<file path="config.mk">
export PLATFORM = sky130hd
export DESIGN_NAME = bb3_avg
export DESIGN_NICKNAME = d
export VERILOG_FILES = /design/src/bb3_pkg.sv /design/src/bb3_avg.sv
export SDC_FILE = /design/constraint.sdc
export NUM_CORES = 1
export LEC_CHECK = 0
export BUFFER_PORTS_ARGS = -buffer_cell sky130_fd_sc_hd__buf_2
export CORE_MARGIN = 3
export CORE_UTILIZATION = 43
export DETAILED_ROUTE_END_ITERATION = 8
export RECOVER_POWER = 25
export SYNTH_ARGS = -nofsm -noshare
export SYNTH_HDL_FRONTEND = slang
export SYNTH_SLANG_ARGS = --single-unit
export TNS_END_PERCENT = 100
</file>
<file path="constraint.sdc">
create_clock -name vclk -period 17.3
set_input_delay 1.73 -clock vclk [all_inputs]
set_output_delay 1.73 -clock vclk [all_outputs]
set_load 0.1 [all_outputs]
</file>
<file path="src/bb3_pkg.sv">
// Shared types, codes and the reciprocal table for the 3x3 box blur.
`default_nettype none

package bb3_pkg;

	// Item kinds on the pixel channel.
	localparam logic FUNC_PIXEL = 1'b0;
	localparam logic FUNC_DRAIN = 1'b1;

	// Configuration register indexes.
	localparam logic REG_FRAME_WIDTH  = 1'b0;
	localparam logic REG_FRAME_HEIGHT = 1'b1;

	localparam int CFG_INDEX_W    = 1;
	localparam int CFG_DATA_W     = 13;
	localparam int FRAME_WIDTH_W  = 11;
	localparam int FRAME_HEIGHT_W = 13;

	// Neighborhood sum of up to nine 8-bit values, and the pixel count.
	localparam int SUM_W       = 12;
	localparam int NUM_W       = SUM_W + 1;
	localparam int COUNT_W     = 4;
	localparam int RECIP_W     = 20;
	localparam int RECIP_SHIFT = 20;

	typedef struct packed {
		logic       func;
		logic [7:0] red_in;
		logic [7:0] green_in;
		logic [7:0] blue_in;
	} pixel_beat_t;

	typedef struct packed {
		logic [7:0] red_out;
		logic [7:0] green_out;
		logic [7:0] blue_out;
		logic       frame_last;
	} result_beat_t;

	typedef struct packed {
		logic [7:0] red;
		logic [7:0] green;
		logic [7:0] blue;
	} rgb_t;

	// One column of the line store: the pixel one row up and two rows up.
	typedef struct packed {
		rgb_t prev;
		rgb_t older;
	} line_entry_t;

	// Which parts of the 3x3 window lie inside the frame, and output marks.
	typedef struct packed {
		logic emit;
		logic last;
		logic top;
		logic bottom;
		logic left;
		logic right;
	} win_ctrl_t;

	typedef struct packed {
		logic               emit;
		logic               last;
		logic [COUNT_W-1:0] count;
		logic [SUM_W-1:0]   red;
		logic [SUM_W-1:0]   green;
		logic [SUM_W-1:0]   blue;
	} win_sums_t;

	// ceil(2^20 / (2*count)); exact floor division for numerators below 8192.
	function automatic logic [RECIP_W-1:0] recip(input logic [COUNT_W-1:0] count);
		logic [RECIP_W-1:0] m;
		case (count)
			4'd1:    m = 20'd524288;
			4'd2:    m = 20'd262144;
			4'd3:    m = 20'd174763;
			4'd4:    m = 20'd131072;
			4'd6:    m = 20'd87382;
			4'd9:    m = 20'd58255;
			default: m = 20'd524288;
		endcase
		return m;
	endfunction

endpackage

`default_nettype wire

</file>
<file path="src/bb3_avg.sv">
// Rounded average (2*sum+count)/(2*count) per channel by reciprocal multiply.
`default_nettype none

module bb3_avg (
	input  wire bb3_pkg::win_sums_t sums,
	output logic [7:0]              red,
	output logic [7:0]              green,
	output logic [7:0]              blue
);

	localparam int PROD_W = bb3_pkg::NUM_W + bb3_pkg::RECIP_W;

	logic [bb3_pkg::RECIP_W-1:0] m;

	function automatic logic [7:0] chan_avg(
		input logic [bb3_pkg::SUM_W-1:0]   sum,
		input logic [bb3_pkg::COUNT_W-1:0] cnt,
		input logic [bb3_pkg::RECIP_W-1:0] mul
	);
		logic [bb3_pkg::NUM_W-1:0] num;
		logic [PROD_W-1:0]         prod;
		num  = {sum, 1'b0} + bb3_pkg::NUM_W'(cnt);
		prod = PROD_W'(num) * PROD_W'(mul);
		return prod[bb3_pkg::RECIP_SHIFT +: 8];
	endfunction

	assign m     = bb3_pkg::recip(sums.count);
	assign red   = chan_avg(sums.red, sums.count, m);
	assign green = chan_avg(sums.green, sums.count, m);
	assign blue  = chan_avg(sums.blue, sums.count, m);

endmodule

`default_nettype wire

</file>
# Word-level counts from Yosys, hierarchy flattened
# Index checks and enable logic that the tools add are counted.
totals:
  register_bits: 0
  latchBits: 0
  ramBits: 0
  romBits: 0
  in_bits: 42
  out_inout_bits: 24
  n_memories: 0
classes:
  addsub: 3
  mul: 3
  n_div: 0
  magnitude_cmp: 0
  eq_ne: 5
  shift: 0
  mux: 1
  bitwise_logic: 0
  n_reduce_logical: 0
ops:
  columns: ["op", "count"]
  rows:
  - ["$pmux 20 s5", 1]
  - ["$mul 13x20->28", 3]
  - ["$add 13x4->13", 3]
  - ["$eq 4x2->1 const B", 2]
  - ["$eq 4x3->1 const B", 2]
  - ["$eq 4x4->1 const B", 1]

# Logic depth before layout (Yosys ltp)
# Gate-level depths: netlist (run 1).
depth:
  depth_word: 3
  mapped_depth: 27
  ltp_nobuf: 27

# Worst setup path before layout (run 1)
# Ideal clock, no wire load.
synth_path:
  path_type: "in2out"
  start: "in sums[36] (netlist bit)"
  end: "out red[7]"
  t_arrival_ns: 8.959
  slack_ns: 6.611
  stages: 24
  path_buffers: 3
  cell_sequence: "buf_2 nand2b_1 nor2_1 inv_2 clkbuf_1 clkbuf_1 nor2_1 fa_1 inv_1 fa_1 fa_1 inv_1 fa_1 inv_1 fa_1 inv_1 ha_1 and3_1 nand4_1 nor4_1 nor2_1 o21ai_0 a31oi_1 xnor2_1"
synth_between:
  elab_chain_cells: 3
  word_cells_on_any_way: 8
synth_rtl:
  columns: ["element", "line", "text"]
  rows:
  - ["from (decl)", "bb3_avg.sv:5", "input wire bb3_pkg::win_sums_t sums,"]
  - ["parallel branches: the longest is 2 deep, another holds $add 13x4->13", null, null]
  - ["$mul 13x20->28 (*)", "bb3_avg.sv:23", "prod = PROD_W'(num) * PROD_W'(mul);"]
  - ["to (decl)", "bb3_avg.sv:6", "output logic [7:0] red,"]
# Mark *: on every way between the ends.

# Worst setup path after layout (run 1)
layout_path:
  start: "in sums[38] (netlist bit)"
  end: "out red[7]"
# Same word-level chain as after synthesis.

==> results of run 1 <==
-- per-stage QoR --
step,utilization,hold slack [ns]
finish,0.465,4.42
CTS,0.465,4.42
global placement,0.465,4.43
floorplan,-,4.36
detailed placement,0.465,4.42
global route,0.465,4.46
-- cells in the mapped netlist, drive strengths merged, types with 2 or more instances --
master,n
a221oi,2
a211oi,5
nor3,9
o21ai,16
nand4,13
fa,451
conb,2
or2,11
clkbuf,22
and2,19
and4,3
o22ai,3
xor2,36
o21bai,3
a21o,14
a21oi,41
a31oi,5
nand2b,11
or4,2
nor3b,3
ha,173
inv,724
or3,2
nand2,143
buf,5
nand3,10
nor2b,3
a211o,3
nor4,5
a31o,3
xnor2,62
nor2,122
and3,9
o21a,6
-- where the power goes --
part           leakage [nW]  switching (mW)  internal [mW]  total (mW)
registers                 0               0              0           0
logic                  10.3           0.999          0.400        1.40
clock network             0               0              0           0
-- critical path, stage by stage --
cell and delay (ns):
buf_2 0.32, nand2b_1 0.21, or2_2 0.55, inv_1 0.12, a31o_2 0.45, nor3_1 0.75
buf_4 0.32, nand2_1 0.10, fa_1 0.55, inv_1 0.04, ha_1 0.26, inv_1 0.05
fa_1 0.55, inv_1 0.08, fa_1 0.54, inv_1 0.05, fa_1 0.47, inv_1 0.04
ha_1 0.38, and3_1 0.23, nand4_1 0.10, nor4_1 0.65, nor2_1 0.15, o21ai_0 0.49
a31oi_1 0.19, xnor2_1 0.15, buf_2 0.44
-- layout make-up --
| cell class | instances | area, sq um | area share |
|---|---|---|---|
| Multi-Input combinational cell | 1212 | 14500 | 0.795 |
| Inverter | 724 | 2720 | 0.149 |
| Tap cell | 518 | 648 | 0.0356 |
| Timing Repair Buffer | 72 | 373 | 0.0205 |
-- cells by family after synthesis --
kind of cell / after synthesis / share of synthesized area
adders and majority gates: 624 / 0.648
other: 2 / 0.000435
and+or+nand+nor: 367 / 0.0946
xor gates and xnor gates: 99 / 0.0510
buffers and inverters: 751 / 0.164
AOI/OAI and AO/OA: 110 / 0.0422
-- metal layers --
| metal | part of all wire | wire length [um] | track usage | vias to the layer above |
|---|---|---|---|---|
| met5 | 0 | 0 | 0 | - |
| met1 | 0.43 | 18700 | 0.298 | 6148 |
| met4 | 0.016 | 679 | 0.0303 | 0 |
| li1 | - | - | - | 5643 |
| met2 | 0.47 | 20400 | 0.359 | 379 |
| met3 | 0.075 | 3240 | 0.0386 | 49 |
-- final timing paths --
check | start | endpoint | slack, ns
worst max-delay path | sums[38] | red[7] | 5.56
worst min-delay path | sums[19] | green[7] | 4.42
==> results.toml, run 1 <==
[status]
status = "completed"

[hold_path]
holdCritPathClass = "primary input to output pin"
worst_hold_path.num_cells = 6

[global_routing]
antenna_found_initial = 0
grt_pass1_wl_um = 70900
grt_max_degree = 33
grt_usage = 0.214
grt_overflow = 0
grt_pass1_vias = 13610

[yosys]
synth.distinct_cells = 55
yosys_warnings = 0
yosys.area.top_type = "fa_1"
synth_top_area_frac = 0.523
avgSynthCellArea_sq_um = 8.84
synth.top_cells.by_area = "fa_1, inv_1, ha_1"
synth_area_sq_um = 17300
seq_area_frac_synth = 0
syn_inst = 1953

[floorplanning]
die_h_um = 206
die_width_um = 206
rows = 72
die_area_sq_um = 42600
initial_utilization = 0.441
coreArea_sq_um = 39200
pin_count = 66

[drt]
drtIter0Drc = 567
drc = 0
vias = 12219
viasPerCell = 4.84
wl_per_cell_um = 17.0
drtAntennaViolNets = 0
first_pass_iters = 7
wl_um = 43000

[critical_path]
cp-start-kind = "primary input"
required_ns = 15.57
end_kind = "output pin"
cp_max_fo = 24
path_class = "primary input to output pin"
worstPathArrival_ns = 10.01

[cts]
cts-hold-fix-buffers = 0
post_cts_resized = 0
post_cts_buffers = 0

[placement]
hpwl_um = 39500
place_area_sq_um = 18200
gp_congestion = 0.946
place_ws_ns = 5.66
place_inst = 2526
port_buffers = 64

[final_layout]
final_common_cell = "inv_1"
fin_nets = 2676
design_area_sq_um = 18200
design.seq.count = 0
final_cell_mix = "inv_1, fa_1, ha_1, nand2_1, nor2_1"
nFillCells = 3854
clock_buffers = 0
num_antenna_cells = 0
area_delta_synth_final_pct = 5.56
finalNonFillerCells = 2526
drive_gt1_frac = 0.0448
regArea_sq_um = 0

[timing]
finalHoldViolCount = 0
slew_headroom = 0.213
final_max_slew_viol_count = 0
setup_viol = 0
period_share = 0.679
fmax_ghz = 0.0852
worst_pin_slew_ns = 1.18
final.setup.tns_ns = 0
rsz0062_at_grt = "false"
period_needed_ns = 11.74
setup_slack_ns = 5.56

[run]
drv_cap = 0

[power_and_ir_drop]
power_density_nw_per_um2 = 76.8
peakVddDrop_mv = 0.289
p_leak_nw = 10.3
total_power_mw = 1.40
Power figures use the tool's default switching activity.
==> run 2, diff against run 1 <==
==> constraint.sdc (replaced) <==
create_clock -name vclk -period 11.45
set_input_delay 1.145 -clock vclk [all_inputs]
set_output_delay 1.145 -clock vclk [all_outputs]
set_load 0.1 [all_outputs]
==> results.toml, run 2 (synthesis results as in run 1) <==
[critical_path]
required_ns = 10.31
cp_max_fo = 24
worst_path_largest_cell_delay_ns = 0.70
cp-start-kind = "primary input"
path_class = "primary input to output pin"
crit_top_cell = "inv_1"
end_kind = "output pin"
worstPathArrival_ns = 9.31
slowest_stage = "nor3_1"

[global_routing]
grt_overflow = 0
antenna_found_initial = 0
grt_pass1_vias = 13605
grt_pass1_wl_um = 70700
grt_max_degree = 33
grt_usage = 0.214

[drt]
vias = 12201
wl_per_cell_um = 17.0
wl_um = 43100
drc = 0
first_pass_iters = 5
drtAntennaViolNets = 0
viasPerCell = 4.82
drtIter0Drc = 652

[cts]
cts-hold-fix-buffers = 0
post_cts_buffers = 0
post_cts_resized = 0

[floorplanning]
pin_count = 66
die_area_sq_um = 42600
coreArea_sq_um = 39200
rows = 72
initial_utilization = 0.441
die_width_um = 206
die_h_um = 206

[timing]
final.setup.tns_ns = 0
period_share = 0.913
period_needed_ns = 10.45
fmax_ghz = 0.0957
finalHoldViolCount = 0
worst_pin_slew_ns = 1.16
setup_viol = 0
final_max_slew_viol_count = 0
slew_headroom = 0.227
rsz0062_at_grt = "false"
setup_slack_ns = 0.995

[final_layout]
final_cell_mix = "inv_1, fa_1, ha_1, nand2_1, nor2_1"
nFillCells = 3889
regArea_sq_um = 0
area_delta_synth_final_pct = 5.73
clock_buffers = 0
drive_gt1_frac = 0.0467
final_common_cell = "inv_1"
fin_nets = 2680
multiInputGateArea_sq_um = 14500
design_area_sq_um = 18300
num_antenna_cells = 0
design.seq.count = 0
final_util = 0.466

[power_and_ir_drop]
power_density_nw_per_um2 = 116
peakVddDrop_mv = 0.313
p_leak_nw = 10.3

[status]
status = "completed"

[placement]
port_buffers = 64
place_area_sq_um = 18300
hpwl_um = 39900
gp_congestion = 0.918
place_ws_ns = 1.09

[run]
drv_cap = 0

[hold_path]
holdCritPathClass = "primary input to output pin"
[run 2: cell types whose count changed in the layout (fill, tap and decap cells not counted)]
cell | previous run | this run
buf_2 | 58 | 59
buf_4 | 8 | 12
clkbuf_1 | 6 | 5
nor2_1 | 120 | 121
nor2_2 | 2 | 1
[run 2: path summary, 6_finish.rpt]
check,to,cells after the start,startpoint,slack (ns)
worst max-delay path,red[7],27,sums[38],1.0
worst min-delay path,green[7],6,sums[19],3.27
[run 2: through the flow]
| stage | power (mW) | hold slack [ns] | instances |
|---|---|---|---|
| 6_report | 2.12 | 3.27 | 2530 |
| 5_1_grt | 2.36 | 3.33 | 2530 |
| 4_1_cts | 2.15 | 3.26 | 2530 |
| 3_5_place_dp | 2.14 | 3.26 | 2530 |
| 3_3_place_gp | 2.10 | 3.26 | 2530 |
| 2_1_floorplan | 1.72 | 3.19 | 1963 |
[run 2: power breakdown]
group	internal (mW)	leakage [nW]	switching [mW]
registers	0	0	0
clock network	0	0	0
logic	0.608	10.3	1.51
total	0.608	10.3	1.51
[run 2: area by class of cell]
| class | instances | area share |
|---|---|---|
| inverter | 724 | 0.149 |
| tap | 518 | 0.0355 |
| multi-input combinational | 1212 | 0.794 |
| timing repair buffer | 76 | 0.0221 |
[run 2: per-layer routing]
| layer | routed length [um] | vias up | global-route usage |
|---|---|---|---|
| met4 | 463 | 0 | 0.0213 |
| met1 | 19300 | 6208 | 0.305 |
| li1 | - | 5651 | - |
| met2 | 20700 | 310 | 0.365 |
| met3 | 2610 | 32 | 0.0269 |
| met5 | 0 | - | 0 |
[run 2: worst max-delay path, delay by kind of cell]
kind / cells / cell delay [ns]
AO/OA/AOI/OAI: 3 / 1.13
adder cells (fa/ha/maj): 6 / 2.76
buffers and inverters: 9 / 1.46
AND/OR/NAND/NOR: 8 / 2.66
XOR/XNOR: 1 / 0.15
