**config.mk**
```make
export PLATFORM = sky130hd
export DESIGN_NAME = bb3_window
export DESIGN_NICKNAME = d
export VERILOG_FILES = /design/src/bb3_pkg.sv /design/src/bb3_window.sv
export SDC_FILE = /design/constraint.sdc
export NUM_CORES = 1
export LEC_CHECK = 0
export BUFFER_PORTS_ARGS = -buffer_cell sky130_fd_sc_hd__buf_4
export CAP_MARGIN = 20
export CORE_MARGIN = 2
export CORE_UTILIZATION = 64
export CTS_BUF_LIST = sky130_fd_sc_hd__clkbuf_4
export DETAILED_ROUTE_END_ITERATION = 7
export HOLD_SLACK_MARGIN = 0.08
export PLACE_DENSITY = 0.82
export SYNTH_ARGS = -nofsm -noshare
export SYNTH_HDL_FRONTEND = slang
export SYNTH_SLANG_ARGS = --single-unit
```
**constraint.sdc**
```tcl
create_clock -name clk -period 11.55 [get_ports clk]
set_input_delay 2.31 -clock clk [delete_from_list [all_inputs] [get_ports clk]]
set_output_delay 2.31 -clock clk [all_outputs]
set_load 0.02 [all_outputs]
```
**src/bb3_pkg.sv**
```systemverilog
// Shared types, codes and the reciprocal table for the 3x3 box blur.
`default_nettype none

package bb3_pkg;

	// Item kinds on the pixel channel.
	localparam logic FUNC_PIXEL = 1'b0;
	localparam logic FUNC_DRAIN = 1'b1;

	// Configuration register indexes.
	localparam logic REG_FRAME_WIDTH  = 1'b0;
	localparam logic REG_FRAME_HEIGHT = 1'b1;

	localparam int CFG_INDEX_W    = 1;
	localparam int CFG_DATA_W     = 13;
	localparam int FRAME_WIDTH_W  = 11;
	localparam int FRAME_HEIGHT_W = 13;

	// Neighborhood sum of up to nine 8-bit values, and the pixel count.
	localparam int SUM_W       = 12;
	localparam int NUM_W       = SUM_W + 1;
	localparam int COUNT_W     = 4;
	localparam int RECIP_W     = 20;
	localparam int RECIP_SHIFT = 20;

	typedef struct packed {
		logic       func;
		logic [7:0] red_in;
		logic [7:0] green_in;
		logic [7:0] blue_in;
	} pixel_beat_t;

	typedef struct packed {
		logic [7:0] red_out;
		logic [7:0] green_out;
		logic [7:0] blue_out;
		logic       frame_last;
	} result_beat_t;

	typedef struct packed {
		logic [7:0] red;
		logic [7:0] green;
		logic [7:0] blue;
	} rgb_t;

	// One column of the line store: the pixel one row up and two rows up.
	typedef struct packed {
		rgb_t prev;
		rgb_t older;
	} line_entry_t;

	// Which parts of the 3x3 window lie inside the frame, and output marks.
	typedef struct packed {
		logic emit;
		logic last;
		logic top;
		logic bottom;
		logic left;
		logic right;
	} win_ctrl_t;

	typedef struct packed {
		logic               emit;
		logic               last;
		logic [COUNT_W-1:0] count;
		logic [SUM_W-1:0]   red;
		logic [SUM_W-1:0]   green;
		logic [SUM_W-1:0]   blue;
	} win_sums_t;

	// ceil(2^20 / (2*count)); exact floor division for numerators below 8192.
	function automatic logic [RECIP_W-1:0] recip(input logic [COUNT_W-1:0] count);
		logic [RECIP_W-1:0] m;
		case (count)
			4'd1:    m = 20'd524288;
			4'd2:    m = 20'd262144;
			4'd3:    m = 20'd174763;
			4'd4:    m = 20'd131072;
			4'd6:    m = 20'd87382;
			4'd9:    m = 20'd58255;
			default: m = 20'd524288;
		endcase
		return m;
	endfunction

endpackage

`default_nettype wire

```
**src/bb3_window.sv**
```systemverilog
// 3x3 window registers and the masked neighborhood sums.
`default_nettype none

module bb3_window (
	input  wire logic                clk,
	input  wire logic                arst_n,
	input  wire logic                adv,
	input  wire logic                shift,
	input  wire bb3_pkg::rgb_t       top_px,
	input  wire bb3_pkg::rgb_t       mid_px,
	input  wire bb3_pkg::rgb_t       bot_px,
	input  wire bb3_pkg::win_ctrl_t  ctrl_s1,
	output bb3_pkg::win_sums_t       sums_s3
);

	// Column 0 is the newest (right), column 2 the oldest (left); row 0 is top.
	bb3_pkg::rgb_t      win_q [3][3];
	bb3_pkg::win_ctrl_t ctrl_s2;
	bb3_pkg::win_sums_t sums_d;
	logic [2:0]         row_ok;
	logic [2:0]         col_ok;
	logic [1:0]         rows_n;
	logic [1:0]         cols_n;

	always_ff @(posedge clk) begin
		if (shift) begin
			win_q[2]    <= win_q[1];
			win_q[1]    <= win_q[0];
			win_q[0][0] <= top_px;
			win_q[0][1] <= mid_px;
			win_q[0][2] <= bot_px;
		end
	end

	always_comb begin
		row_ok = {ctrl_s2.bottom, 1'b1, ctrl_s2.top};
		col_ok = {ctrl_s2.left, 1'b1, ctrl_s2.right};
		rows_n = 2'd1 + 2'(ctrl_s2.top) + 2'(ctrl_s2.bottom);
		cols_n = 2'd1 + 2'(ctrl_s2.left) + 2'(ctrl_s2.right);
		sums_d       = '0;
		sums_d.emit  = ctrl_s2.emit;
		sums_d.last  = ctrl_s2.last;
		sums_d.count = {2'b00, rows_n} * {2'b00, cols_n};
		for (int c = 0; c < 3; c++) begin
			for (int r = 0; r < 3; r++) begin
				if (col_ok[c] && row_ok[r]) begin
					sums_d.red   = sums_d.red   + bb3_pkg::SUM_W'(win_q[c][r].red);
					sums_d.green = sums_d.green + bb3_pkg::SUM_W'(win_q[c][r].green);
					sums_d.blue  = sums_d.blue  + bb3_pkg::SUM_W'(win_q[c][r].blue);
				end
			end
		end
	end

	always_ff @(posedge clk or negedge arst_n) begin
		if (!arst_n) begin
			ctrl_s2 <= '0;
			sums_s3 <= '0;
		end else if (adv) begin
			ctrl_s2 <= ctrl_s1;
			sums_s3 <= sums_d;
		end
	end

endmodule

`default_nettype wire

```
After elaboration in Yosys (flattened, before gate mapping)
Memory sizes are Yosys's and may differ from the RTL's.
Index checks and enable logic that the tools add are counted.
- add/sub/neg operators: 28
- multipliers: 1
- multiplexer cells: 10
- reduce and logical (&&, ||, !) cells: 4
- operators with widths (cell ; count):
    $add 12x8->12 ; 24
    $mux 36 ; 7
    $mux 32 ; 1
    $add 1x1->2 const A ; 2
    $add 2x1->2 ; 2
    $logic_and 1x1->1 ; 4
    $mul 2x2->4 ; 1
    $mux 1 ; 2
- memories: 1
- input port bits: 82
- flip-flop bits (word level): 48
- memory bits (writable): 216
- memory list (memory ; depth ; bits a word ; rd ports ; clocked after memory_dff ; write ports ; RTL line ; text):
    win_q ; 3 ; 72 ; 3 ; 0 ; 3 ; bb3_window.sv:17 ; bb3_pkg::rgb_t win_q [3][3];

Longest topological paths before layout
- depth after elaboration: 17
- depth in mapped cells: 54

Least setup slack after synthesis
Ideal clock, no wire load.
- kind: reg-to-reg
- start point: reg ctrl_s2 (netlist bit col_ok[0])
- end point: reg sums_s3[22] (netlist bit)
- data arrival time: 8.878 ns
- setup slack: 2.590 ns
- cell stages (with the launch flop): 50
- setup time: 0.082 ns
- path through: dfrtp_1 -> buf_2 -> buf_1 -> clkbuf_1 -> and3_1 -> ha_1 -> inv_1 -> fa_1 -> and3b_1 -> a311oi_4 -> xnor2_1 -> and2_1 -> ha_1 -> o21ai_0 -> nor2_1 -> nor3_1 -> a21oi_1 -> nor2_1 -> [... 14 more ...] -> a21oi_1 -> inv_1 -> ha_1 -> nor2b_1 -> o31ai_1 -> a21oi_1 -> a21oi_1 -> ha_1 -> o21ai_0 -> a21oi_1 -> o31ai_1 -> nor2_1 -> maj3_2 -> o221a_2 -> o32ai_2 -> xnor2_1 -> or3b_1 -> a31oi_1
- longest elaborated chain between the ends: 17
- elaborated cells between the ends (all ways): 18
- classes of those cells: add/sub (8); mux (8); reduce/logical (2)
- ends and longest elaborated chain (what ; RTL line ; text):
    from (decl) ; bb3_window.sv:18 ; bb3_pkg::win_ctrl_t ctrl_s2;
    from (signal assigned) ; bb3_window.sv:60 ; ctrl_s2 <= ctrl_s1;
    $logic_and 1x1->1 ; bb3_window.sv:46 ; if (col_ok[c] && row_ok[r]) begin
    $mux 32 ; bb3_window.sv:46 ;
    $add 12x8->12 ; bb3_window.sv:48 ; sums_d.green = sums_d.green + bb3_pkg::SUM_W'(win_q[c][r].green);
    $mux 36 ; bb3_window.sv:46 ;
    $add 12x8->12 ; bb3_window.sv:48 ;
    $mux 36 (*) ; bb3_window.sv:46 ;
    $add 12x8->12 ; bb3_window.sv:48 ;
    $mux 36 (*) ; bb3_window.sv:46 ;
    $add 12x8->12 (*) ; bb3_window.sv:48 ;
    $add 12x8->12 ; bb3_window.sv:48 ;
    $mux 36 (*) ; bb3_window.sv:46 ;
    $add 12x8->12 ; bb3_window.sv:48 ;
    $mux 36 (*) ; bb3_window.sv:46 ;
    $add 12x8->12 ; bb3_window.sv:48 ;
    $mux 36 (*) ; bb3_window.sv:46 ;
    $add 12x8->12 ; bb3_window.sv:48 ;
    $mux 36 (*) ; bb3_window.sv:46 ;
    to (signal assigned) ; bb3_window.sv:61 ; sums_s3 <= sums_d;
    to (decl) ; bb3_window.sv:13 ; output bb3_pkg::win_sums_t sums_s3
Every way passes the cells marked *; elsewhere a longest branch is shown, timed or not.
A chain may end at the register's enable or synchronous reset.

Worst setup path after layout
- start point: reg ctrl_s2[3] (netlist bit)
- end point: reg sums_s3[22] (netlist bit)
- longest elaborated chain between the ends: 17
- elaborated cells between the ends (all ways): 18
- classes of those cells: add/sub (8); mux (8); reduce/logical (2)
- ends and longest elaborated chain (what ; RTL line):
    $logic_and 1x1->1 ; bb3_window.sv:46
    $mux 32 ; bb3_window.sv:46
    $add 12x8->12 ; bb3_window.sv:48
    $mux 36 ; bb3_window.sv:46
    $add 12x8->12 ; bb3_window.sv:48
    $mux 36 ; bb3_window.sv:46
    $add 12x8->12 ; bb3_window.sv:48
    $mux 36 ; bb3_window.sv:46
    $add 12x8->12 (2 in series) ; bb3_window.sv:48
    $mux 36 ; bb3_window.sv:46
    $add 12x8->12 ; bb3_window.sv:48
    $mux 36 (*) ; bb3_window.sv:46
    $add 12x8->12 ; bb3_window.sv:48
    $mux 36 (*) ; bb3_window.sv:46
    $add 12x8->12 ; bb3_window.sv:48
    $mux 36 (*) ; bb3_window.sv:46
Marked as above.

==> flow_metrics.env <==
export IMPL_overflow=0
export IMPL_critPathSlowestCell="dfrtp_2"
export IMPL_cts_resized=0
export IMPL_fin_setup_tns_ps=0
export IMPL_whs_ps=407
export IMPL_min_from="win_q[0][64]"
export IMPL_portBuffers=123
export IMPL_synth_seq_area_share_pct=39.5
export IMPL_power_density_nw_per_um2=217
export IMPL_rsz0062_at_grt="no"
export IMPL_synth_area_leaders="edfxtp_1, ha_1, dfrtp_1"
export IMPL_skew_ps=81.9
export IMPL_synth_area_sq_um=19500
export IMPL_report_final_slew_viol_count=0
export IMPL_drt_iter0_markers=1377
export IMPL_slew_headroom_pct=33.9
export IMPL_clock_path_buffers=3
export IMPL_worstPathArrival_ps=10420
export IMPL_crit_top_cell="ha_1"
export IMPL_synth_edf_count=216
export IMPL_areaGrowthSynthToFinish_pct=11.1
export IMPL_pwr_share_seq_pct=26.4
export IMPL_async_reset_ff_share_pct=18.2
export IMPL_clk_pin_slew_ps=70
export IMPL_gp_congestion=0.920
export IMPL_grt_usage_pct=29.3
export IMPL_cts_setup_buffers=0
export IMPL_cts_tree="built"
export IMPL_drive_gt1_share_pct=13.5
export IMPL_fmax_mhz=102
export IMPL_worst_path_max_fanout=29
export IMPL_p_int_uw=2700
export IMPL_post_route_util_pct=72.6
export IMPL_synth_area_per_cell_sq_um=9.81
export IMPL_dr_total_vias=15600
export IMPL_fin_total_pwr_uw=4690
export IMPL_drc=0
export IMPL_endpoint_kind="flip-flop"
export IMPL_layout_common_cells="edfxtp_1, nor2_1, ha_1, a21oi_1, nand2_1"
export IMPL_worstReg2RegEnd="sums_s3[22]"
export IMPL_slowest_delay_ps=680
export IMPL_num_io_pins=124
export IMPL_maxCapViolCount=0
export IMPL_final_cell_area_sq_um=21600
export IMPL_dpl_hpwl_microns=35000
export IMPL_ff2ff_path_depth=44
export IMPL_grt_max_degree=84
export IMPL_cp_required_ps=12170
export IMPL_yosysUniqueCellTypes=89
export IMPL_grt_antenna_before_repair=1
export IMPL_start_kind="flip-flop"
export IMPL_reg2reg_slack_ps=1760
export IMPL_initial_core_util_pct=65.4
export IMPL_syn_inst=1985
export IMPL_cts_made_buffers=72
export IMPL_nets=2443
export IMPL_hold_viol_final=0
export IMPL_grt_pass1_vias=15100
export IMPL_status="finished, final reports clean"
export IMPL_p_sw_uw=1980
export IMPL_rows=63
export IMPL_core_area_sq_um=29800
export IMPL_synth_warnings=0
export IMPL_clock_power_share_pct=16.9
export IMPL_p_sw_share_pct=42.3
export IMPL_yosysTopAreaCellShare_pct=33.3
export IMPL_min_path_type="reg2reg"
export IMPL_die_y_microns=178
export IMPL_min_period_ps=9790
export IMPL_syn_num_nets=2285
export IMPL_clkLatencyLatePin_ps=740
export IMPL_setup_violations=0
export IMPL_hold_depth=0
export IMPL_wl_microns=45700
export IMPL_crit_type="reg2reg"
export IMPL_hold_end="win_q[0][136]"
export IMPL_cts_sinks=264
export IMPL_p_comb_share_pct=56.7
export IMPL_post_route_period_util_pct=84.8
export IMPL_htree_levels=3
export IMPL_peakVddDrop_uv=115
export IMPL_ys_flop_type="edfxtp_1"
export IMPL_drt_vias_per_instance=6.05
export IMPL_rr_startpoint="ctrl_s2[3]"
export IMPL_firstDrtPassIters=5
export IMPL_cts_root_buf="clkbuf_4"
export IMPL_dieWidth_microns=178
export IMPL_placed_cell_area_sq_um=20800
export IMPL_synth_area_leader_cell="edfxtp_1"
export IMPL_tightest_slew_ps=991
export IMPL_p_leak_uw=0.00939
export IMPL_final_common_cell="edfxtp_1"
export IMPL_grt_pass1_wl_microns=73700
export IMPL_dieArea_sq_um=31800
export IMPL_ctsHoldBuffers=0
export IMPL_wl_per_cell_microns=17.7
export IMPL_synth_seq_cells=264
export IMPL_ant_nets=0
how the worst max path moves through the flow:
| stage | cells past startpoint | slack, ps | end | startpoint |
|---|---|---|---|---|
| 3_3_place_gp | 44 | 2280 | sums_s3[22] | ctrl_s2[3] |
| 6_report | 44 | 1760 | sums_s3[22] | ctrl_s2[3] |
| 4_1_cts | 46 | 1820 | sums_s3[22] | ctrl_s2[3] |
| 2_1_floorplan | 49 | 2590 | sums_s3[22] | col_ok[0] |
| 5_1_grt | 44 | 870 | sums_s3[23] | ctrl_s2[3] |
| 3_5_place_dp | 46 | 1880 | sums_s3[22] | ctrl_s2[3] |
critical path, delay by kind of cell (launching register included):
kind,cells,cell delay [ps]
adder cells (fa/ha/maj),9,2970
AND/OR/NAND/NOR,9,1650
flip-flops,1,680
AO/OA/AOI/OAI,21,3660
buffers and inverters,2,150
XOR/XNOR,3,570
per-stage QoR:
step	setup slack (ps)	std cells
floorplan	2590	1985
global placement	2280	2459
detailed placement	1880	2459
CTS	1820	2579
global route	870	2580
finish	1760	2580
kinds of logic after synthesis:
kind of cell	Yosys count	share of synthesized area, %
compound gates	576	19.4
xor+xnor	126	6.13
fa+ha+maj	221	15.1
buf+inv	180	3.50
flops	264	39.5
mux	51	2.82
simple gates	567	13.6
registers in the layout, indices dropped and copies added, names as in the netlist:
| name | cells |
|---|---|
| ctrl_s2 | 4 |
| col_ok | 2 |
| win_q | 216 |
| sums_s3 | 42 |
layer usage:
metal  routed length (microns)  track usage [%]  vias to the layer above
met5                         0                0                        -
met4                      1020             9.72                        0
met3                      4490             4.94                      100
met2                     19400             44.3                      694
met1                     20800             42.8                     7184
li1                          -                -                     7639
cell usage after synthesis (8+ instances only):
cell / n
nand2b_1: 26
mux2_2: 21
o21bai_1: 17
inv_1: 125
nor3_1: 50
a211oi_1: 26
a21boi_0: 11
clkbuf_1: 38
o31a_1: 10
ha_1: 194
o31ai_1: 28
nand3_1: 27
nor2b_1: 26
a21oi_1: 181
xor2_1: 26
a21o_1: 49
o21ai_0: 109
buf_1: 11
fa_1: 24
a31oi_1: 12
and2_1: 14
a211o_1: 10
o21a_1: 37
o211a_1: 8
or3_1: 16
mux2i_1: 29
nand2_1: 139
dfrtp_1: 48
and3_1: 32
nor2_1: 204
xnor2_1: 93
edfxtp_1: 216
o211ai_1: 11
cell type report:
class                      instances  area, sq um
clock buffer                      98          736
inverter                         128          480
timing repair buffer             136         1030
antenna                            1         2.50
tap                              390          488
fill                            2190         8160
clock inverter                    22          111
multi-input combinational       1541        11100
sequential                       264         7690
power by group through the flow:
| stage | logic, uW | registers, uW | clock network, uW |
|---|---|---|---|
| after CTS | 2630 | 1230 | 808 |
| after detailed placement | 2610 | 1250 | 0 |
| after global routing | 2980 | 1250 | 859 |
| final | 2660 | 1240 | 794 |
| after global placement | 2500 | 1250 | 0 |
| after floorplan | 2000 | 1280 | 0 |
Power figures use the tool's default switching activity.
